<file path="src/rtl/slcs_ram.sv">
// Generic single-write, single-read RAM with registered read data.
`default_nettype none
module slcs_ram #(
    parameter int WIDTH = 8,
    parameter int DEPTH = 32
) (
    input  wire logic                                   clk,
    input  wire logic                                   we,
    input  wire logic [((DEPTH > 1) ? $clog2(DEPTH) : 1)-1:0] waddr,
    input  wire logic [WIDTH-1:0]                       wdata,
    input  wire logic [((DEPTH > 1) ? $clog2(DEPTH) : 1)-1:0] raddr,
    output logic [WIDTH-1:0]                            rdata
);

    logic [WIDTH-1:0] mem [DEPTH];
    logic [WIDTH-1:0] rdata_reg;

    always_ff @(posedge clk)
    begin
        if (we)
        begin
            mem[waddr] <= wdata;
        end
        rdata_reg <= mem[raddr];
    end

    assign rdata = rdata_reg;

endmodule
`default_nettype wire

</file>
<file path="config.mk">
export PLATFORM = sky130hd
export DESIGN_NAME = slcs_ram
export DESIGN_NICKNAME = d
export VERILOG_FILES = /design/src/rtl/slcs_ram.sv
export SDC_FILE = /design/constraint.sdc
export NUM_CORES = 1
export LEC_CHECK = 0
export ABC_AREA = 1
export BUFFER_PORTS_ARGS = -buffer_cell sky130_fd_sc_hd__buf_4
export CAP_MARGIN = 20
export CORE_ASPECT_RATIO = 0.6
export CORE_MARGIN = 1
export CORE_UTILIZATION = 56
export CTS_CLUSTER_DIAMETER = 100
export CTS_CLUSTER_SIZE = 30
export DETAILED_ROUTE_END_ITERATION = 10
export HOLD_SLACK_MARGIN = 0.02
export PLACE_DENSITY = 0.73
export SYNTH_ARGS = -nofsm -noshare
export SYNTH_HDL_FRONTEND = slang
export SYNTH_SLANG_ARGS = --single-unit
</file>
<file path="constraint.sdc">
create_clock -name clk -period 1.2 [get_ports clk]
set_input_delay 0.06 -clock clk [delete_from_list [all_inputs] [get_ports clk]]
set_output_delay 0.06 -clock clk [all_outputs]
set_load 0.02 [all_outputs]
</file>
==> impl_metrics.toml <==
[critical_path]
r2r-start = "mem[7][6]"
cp_max_fo = 1
worstPathRequired_ps = 1590
ff2ff_setup_slack_ps = 50
cp_data_arrival_time_ps = 1530
start_kind = "flip-flop"
endpoint_kind = "flip-flop"
regToRegEndpoint = "rdata[6]"
path_class = "flip-flop to flip-flop"
reg2reg_depth = 8

[routing]
wl_met3_mm = 2.99
post_drt_wl_per_cell_um = 21.5
m1WireLength_mm = 12.3
vias = 7254
drt_pass1_iterations = 5
wl_met2_mm = 11.1
drc_errors = 0
drt_iter0_drc = 932
ant_nets = 0
via_per_inst = 5.83
highest_layer = "met4"
routed_wirelength_mm = 26.8

[placement]
place_hpwl_mm = 16.9
gp_congestion = 0.825
io_buffers = 27

[yosys]
synth.avg_cell_area_um2 = 11.7
ys_ff_latch = 264
synthDistinctLibCells = 12
syn-cell-area_um2 = 10800
syn_inst = 922
seq_area_frac_synth_pct = 72.8
synth_nets = 942
ys_warn_count = 0

[min_path]
min_path_cells = 1
hold_end = "mem[19][2]"
hold_path_class = "primary input to flip-flop"
worstHoldStart = "wdata[2]"

[clocking]
cts-buffers-inserted = 12
cts.htree.levels = 1
clockRootBuffer = "clkbuf_16"
clock_latency_ps = 500
clock_path_buffers = 3
tritoncts = "done"
clkSinkCount = 264
path_clk_slew_ps = 120

[floorplan]
initial_core_util_pct = 58.5
die_w_um = 181
coreArea_um2 = 18400
num_io_pins = 28
fp.dieH_um = 110
die_area_um2 = 19800
rows = 38

[timing]
grt_setup_unrepaired = "true"
fin_skew_ps = 17.7
fin_crit_sh_pct = 95.5
whs_ps = 21.7
clock.fmax_mhz = 873
finalCriticalPeriod_ps = 1150
timing.slew.headroom_pct = 68.1
setup_viol_count_final = 0
slew_viol_final = 0
worst_pin_slew_ps = 478
final-hold-violation-count = 0

[final_layout]
utilization_pct = 66.1
diodes = 0
largest_reg_flops = 256
drive_above_1_share_pct = 14.3
final_net_count = 1019
area_growth_pct = 13.0

[power]
power.density_nw_per_um2 = 1360
p_leak_nw = 4.61
irDropWorstVdd_mv = 1.07

[global_route]
grt_max_degree = 33
grt_pass1_vias = 6656
grt_first_pass_wirelength_mm = 40.1
grt_antenna_before_repair = 0
globalRouteOverflowTotal = 0
track_usage_pct = 27.7

[outcome]
status = "finished clean"

[job]
drv_cap = 0
==> per-layer routing <==
layer | up-vias | track usage, %
li1 | 3338 | -
met1 | 3510 | 44.5
met4 | 0 | 4.48
met3 | 27 | 6.23
met5 | - | 0
met2 | 379 | 39.1
==> power by group <==
| group | internal, mW | leakage, nW | switching [mW] |
|---|---|---|---|
| combinational | 0.502 | 2.07 | 1.01 |
| sequential | 10.2 | 2.37 | 0.0526 |
| clock | 2.05 | 0.171 | 2.74 |
==> cells by family (layout without fill, tap and decap cells) <==
logic type             after synthesis  after routing  synth area share (%)
flip-flops                         264            264                  72.8
buffers and inverters               62            145                  4.14
AND/OR/NAND/NOR                    596            596                  23.1
==> how the worst max path moves through the flow <==
stage	start	endpoint	slack [ps]	cells past startpoint
after detailed placement	raddr[0]	rdata[0]	-160	12
after global placement	raddr[0]	rdata[2]	-110	11
after CTS	mem[1][0]	rdata[0]	20	8
after global routing	mem[7][4]	rdata[4]	-20	8
after floorplan	waddr[0]	mem[0][0]	110	3
final	mem[7][6]	rdata[6]	50	8
==> repair_timing <==
item                       4_1_cts  5_1_grt
hold endpoints to repair        53        0
setup endpoints to repair        0        6
hold buffers                     6        0
gates resized for setup          0       19
buffers inserted                 0        0
==> worst max-delay path, cell delays in order, from the launching register on <==
cell	delay, ps
edfxtp_1	380
nand2_1	90
nand3_2	140
nand3_1	110
nand2_1	50
nand2_1	80
nand2_1	60
nand2_1	70
nand2_1	50
==> cell usage in the layout (no fill, tap or decap), drive strengths merged <==
| master | synthesis | final |
|---|---|---|
| nand3 | 204 | 204 |
| clkinv | 0 | 2 |
| edfxtp | 256 | 256 |
| nand2 | 360 | 360 |
| buf | 45 | 109 |
| dlygate4sd3 | 0 | 6 |
| clkbuf | 7 | 19 |
| inv | 10 | 9 |
| dfxtp | 8 | 8 |
| nor2 | 32 | 32 |
==> area by class of cell <==
type / instances / area (µm²)
Tap cell: 240 / 300
Timing Repair Buffer: 115 / 1080
Multi-Input combinational cell: 596 / 2570
Sequential cell: 264 / 7850
Clock buffer: 19 / 348
Fill cell: 1351 / 6260
Inverter: 10 / 38.8
Clock inverter: 1 / 8.76
==> Yosys cell counts (all sizes together) <==
master / n / area (µm²)
buf: 45 / 383
clkbuf: 7 / 26.3
dfxtp: 8 / 160
edfxtp: 256 / 7690
inv: 10 / 37.5
nand2: 360 / 1350
nand3: 204 / 1020
nor2: 32 / 120
==> metrics by stage <==
step           power [mW]  TNS, ps  cells  setup slack, ps  instance area [µm²]
2_1_floorplan        11.3        0    922              106                10800
3_3_place_gp         11.9     -595   1219             -106                11700
3_5_place_dp         11.9     -845   1219             -161                11700
4_1_cts              16.6        0   1245             23.6                12100
5_1_grt              17.0    -33.2   1245            -22.5                12200
6_report             16.6        0   1245             54.3                12200
Note: power is estimated with default switching activity, not from simulation.
