### config.mk
export PLATFORM = sky130hd
export DESIGN_NAME = slcs_mul
export DESIGN_NICKNAME = d
export VERILOG_FILES = /design/src/rtl/slcs_pkg.sv /design/src/rtl/slcs_mul.sv
export SDC_FILE = /design/constraint.sdc
export NUM_CORES = 2
export LEC_CHECK = 0
export ABC_AREA = 1
export BUFFER_PORTS_ARGS = -buffer_cell sky130_fd_sc_hd__buf_2
export CORE_MARGIN = 2
export CORE_UTILIZATION = 35
export DETAILED_ROUTE_END_ITERATION = 8
export SKIP_CTS_REPAIR_TIMING = 1
export SYNTH_ARGS = -nofsm -noshare
export SYNTH_HDL_FRONTEND = slang
export SYNTH_SLANG_ARGS = --single-unit
### constraint.sdc
create_clock -name clk -period 7.3 [get_ports clk]
set_clock_uncertainty 0.1 [all_clocks]
set_input_delay 1.46 -clock clk [delete_from_list [all_inputs] [get_ports clk]]
set_output_delay 1.46 -clock clk [all_outputs]
set_load 0.01 [all_outputs]
### src/rtl/slcs_pkg.sv
// Shared types, register codes and the fractional power-of-two table for the light selector.
`default_nettype none
package slcs_pkg;

    localparam logic [2:0] REG_SHADOWS_ENABLED    = 3'd0;
    localparam logic [2:0] REG_CAP_ENABLED        = 3'd1;
    localparam logic [2:0] REG_CAP_SPOT           = 3'd2;
    localparam logic [2:0] REG_CAP_POINT          = 3'd3;
    localparam logic [2:0] REG_CAP_HYSTERESIS     = 3'd4;
    localparam logic [2:0] REG_CLASS_HYSTERESIS   = 3'd5;
    localparam logic [2:0] REG_BASE_CLASS         = 3'd6;
    localparam logic [2:0] REG_COVERAGE_REFERENCE = 3'd7;

    localparam logic [47:0] SAT48 = 48'hFFFF_FFFF_FFFF;

    typedef struct packed {
        logic               is_point;
        logic [15:0]        light_index;
        logic               visible;
        logic               pinned;
        logic [15:0]        coverage;
        logic signed [15:0] intensity;
        logic signed [7:0]  priority_req;
        logic               last;
    } cand_t;

    typedef struct packed {
        logic        has_light;
        logic        kind_out;
        logic [15:0] index_out;
        logic [47:0] score_out;
        logic [2:0]  size_class_out;
        logic [5:0]  spot_total;
        logic [5:0]  point_total;
        logic [5:0]  dropped_total;
        logic        last_out;
    } sel_t;

    typedef struct packed {
        logic        pin;
        logic [2:0]  cls;
        logic [16:0] key;
        logic [47:0] rank;
        logic [47:0] score;
    } cand_rec_t;

    typedef struct packed {
        logic [16:0] key;
        logic [2:0]  cls;
        logic [47:0] score;
    } kept_rec_t;

    typedef struct packed {
        logic        en;
        logic [47:0] a;
        logic [16:0] b;
    } mul_req_t;

    function automatic logic [16:0] exp2frac(input logic [3:0] f);
        logic [16:0] v;
        case (f)
            4'd0:    v = 17'd65536;
            4'd1:    v = 17'd68438;
            4'd2:    v = 17'd71468;
            4'd3:    v = 17'd74632;
            4'd4:    v = 17'd77936;
            4'd5:    v = 17'd81386;
            4'd6:    v = 17'd84990;
            4'd7:    v = 17'd88752;
            4'd8:    v = 17'd92682;
            4'd9:    v = 17'd96785;
            4'd10:   v = 17'd101070;
            4'd11:   v = 17'd105545;
            4'd12:   v = 17'd110218;
            4'd13:   v = 17'd115098;
            4'd14:   v = 17'd120194;
            default: v = 17'd125515;
        endcase
        return v;
    endfunction

endpackage
`default_nettype wire

### src/rtl/slcs_mul.sv
// Shared 48 by 17 bit multiplier with a registered product.
`default_nettype none
module slcs_mul (
    input  wire logic               clk,
    input  wire slcs_pkg::mul_req_t req,
    output logic [64:0]             prod
);

    logic [64:0] prod_reg;

    always_ff @(posedge clk)
    begin
        if (req.en)
        begin
            prod_reg <= {17'd0, req.a} * {48'd0, req.b};
        end
    end

    assign prod = prod_reg;

endmodule
`default_nettype wire
==> metrics.txt <==
Rel. slew slack=a little over a third; IO Pins=around 130; clock-pin slew on the worst setup and hold paths=roughly 60 ps; crit-path cells=buf_2, buf_4, nand2_1, inv_1, fa_1, inv_1, fa_1, fa_1, inv_1, fa_1, fa_1, inv_1, fa_1, inv_1, ha_1, nand2_2, nor2_1, nand2_1, inv_1, nand4_1, nand3_1, nand3_1, nand3_1, nand2_1; Post-Place Cells=between 5000 and 6000; Global Route Usage Sum=around a fifth; status=completed; yosys warns=0; gr busiest metal=met2; total CTS buffers=9; DR pass1 iterations=7; share of cells above drive strength 1=about a tenth; Final Wtd Congestion=around 0.90; unrepaired setup endpoints after global routing=no; critical-path maximum fanout=12; Slew Limit Fails=0; post-synthesis sequential area ratio=under 10%; CTS max path bufs=2; Layout Nets=between 5000 and 6000; first-pass GRT wire length=roughly 140 mm; Worst setup SP type=input pin; Critical Path RT=about 7300 ps; Root Buffer Master=clkbuf_16; Post-Syn Area per Cell=~7.3 µm²; CP Capture Type=flop; via count=24300; fin cells=~5400; Fill cells=8995; Worst Tran Pin Value=roughly 960 ps; via/cell ratio=4.47; Placeable Area=~85000 µm²; Cell variety after synth=30; met2 Use GR=a little under two fifths; Starting DRT DRC Count=1172; Post-Syn Nets=4991; CTS sink cnt=65; Initial Util=approximately 35%; final setup fails=0; type of the worst setup path=in -> reg; largest area contributor in the netlist=fa_1; hold_ws=1440 ps; drt drc=0; die area=88400 µm²; CTS tree=yes; vias in the first global route=26600; critical path's largest stage delay=520 ps; cells after synthesis=just over 4000; max reg flops=65; max cap viols=0; area grow syn2layout=12.0%; initial antenna violation count=0; Crit-path slowest cell=fa_1; Post-Syn Area=30100 µm²; H-Tree Depth=3; top cell type's share of synthesized area=between 40% and 50%; fmax=approximately 140 MHz; hold_sp=req[17]; met1 Usage GRT=around 26%; die height=approximately 300 µm; GRT met3 Usage=under 10%; Overflow after GRT=0; Avg WL per Cell=approximately 16 µm; Hold WC Path Type=in -> reg; Final ANT Viol Nets=0; synthesis-stage register bit count=65; Synth area leaders=fa_1 46%, inv_1 17%, nand2_1 17%, edfxtp_1 6.5%, ha_1 5.8%; n_diodes=0; PortBufs=about 130; fin crit share=a little over nine tenths; floorplan die width=between 200 and 300 µm; largest net degree at the start of global routing=66; worst setup path start=req[6]; Final Util=roughly two fifths; # rows=107; Hold Vio Cnt, Final=0; Period minus WS final=between 7000 and 8000 ps; Arr. time, crit path=7090 ps; HPWL after DPL=between 70 and 80 mm; drt total wl=roughly 85 mm
## critical path, delay by kind of cell
kind	cells	cell delay, ps
adder cells (fa/ha/maj)	7	3260
buffers and inverters	8	1160
AND/OR/NAND/NOR	9	1170
## synth_stat cells
cell	instances
edfxtp_1	65
nand3_2	5
nor2_4	6
xor2_1	31
inv_1	1358
xnor2_1	3
nand3b_1	1
nand2_1	1355
nor3_2	5
and3_1	1
nand4_1	14
o21bai_2	1
o21ai_1	1
and2_1	1
nor3_1	9
nor4_1	1
inv_2	8
ha_1	139
nor2_2	17
a21oi_1	41
nand3_1	49
nand2_2	15
buf_1	25
o21bai_1	10
o21ai_0	4
nor2_1	84
fa_1	689
o21ai_2	1
clkbuf_1	156
nor3_4	1
## layer usage
layer  vias up  wire length [µm]  part of all wire, %
li1      11500                 -                    -
met1     12000             35400                   41
met2       587             44000                   52
met3       121              3710                  4.4
met4         0              2220                  2.6
met5         -                 0                    0
## cell families (layout without fill, tap and decap cells)
kind of cell | Yosys count | count (layout) | share of synthesized area, %
simple gates | 1564 | 1564 | 20.6
xor+xnor | 34 | 34 | 0.989
buf+inv | 1547 | 1729 | 19.3
fa+ha+maj | 828 | 828 | 51.6
compound gates | 58 | 58 | 1.08
flops | 65 | 65 | 6.48
## layout by cell type, fill, tap and decap left out, types with 31 or more instances in the layout
cell type / netlist / routed
xor2_1: 31 / 31
fa_1: 689 / 689
buf_4: 0 / 194
nand3_1: 49 / 49
buf_2: 0 / 130
ha_1: 139 / 139
a21oi_1: 41 / 41
edfxtp_1: 65 / 65
nand2_1: 1355 / 1355
inv_1: 1358 / 1358
nor2_1: 84 / 84
## stage by stage
stage               setup TNS, ps  setup slack [ps]  instance area (µm²)
floorplan                       0               496                30100
global placement            -82.2             -55.0                33400
detailed placement           -672              -130                33400
CTS                             0               256                33700
global route                    0              5.55                33700
finish                          0               223                33700
## area by class of cell
type,count,area (µm²),share of cell area [%]
Inverter,1366,5130,15.2
Sequential cell,65,1950,5.79
Clock buffer,10,229,0.679
Timing Repair Buffer,347,2550,7.57
Clock inverter,6,90.1,0.267
Multi-Input combinational cell,2484,22300,66.2
Tap cell,1144,1430,4.24
## worst paths after layout
path / end / slack [ps] / depth (start not counted)
worst min-delay path: prod[0] / 1440 / 3
worst max-delay path: prod[40] / 220 / 24
Power is not shown: default switching activity piles up to over one toggle a cycle in this logic, so the estimate is an artifact.
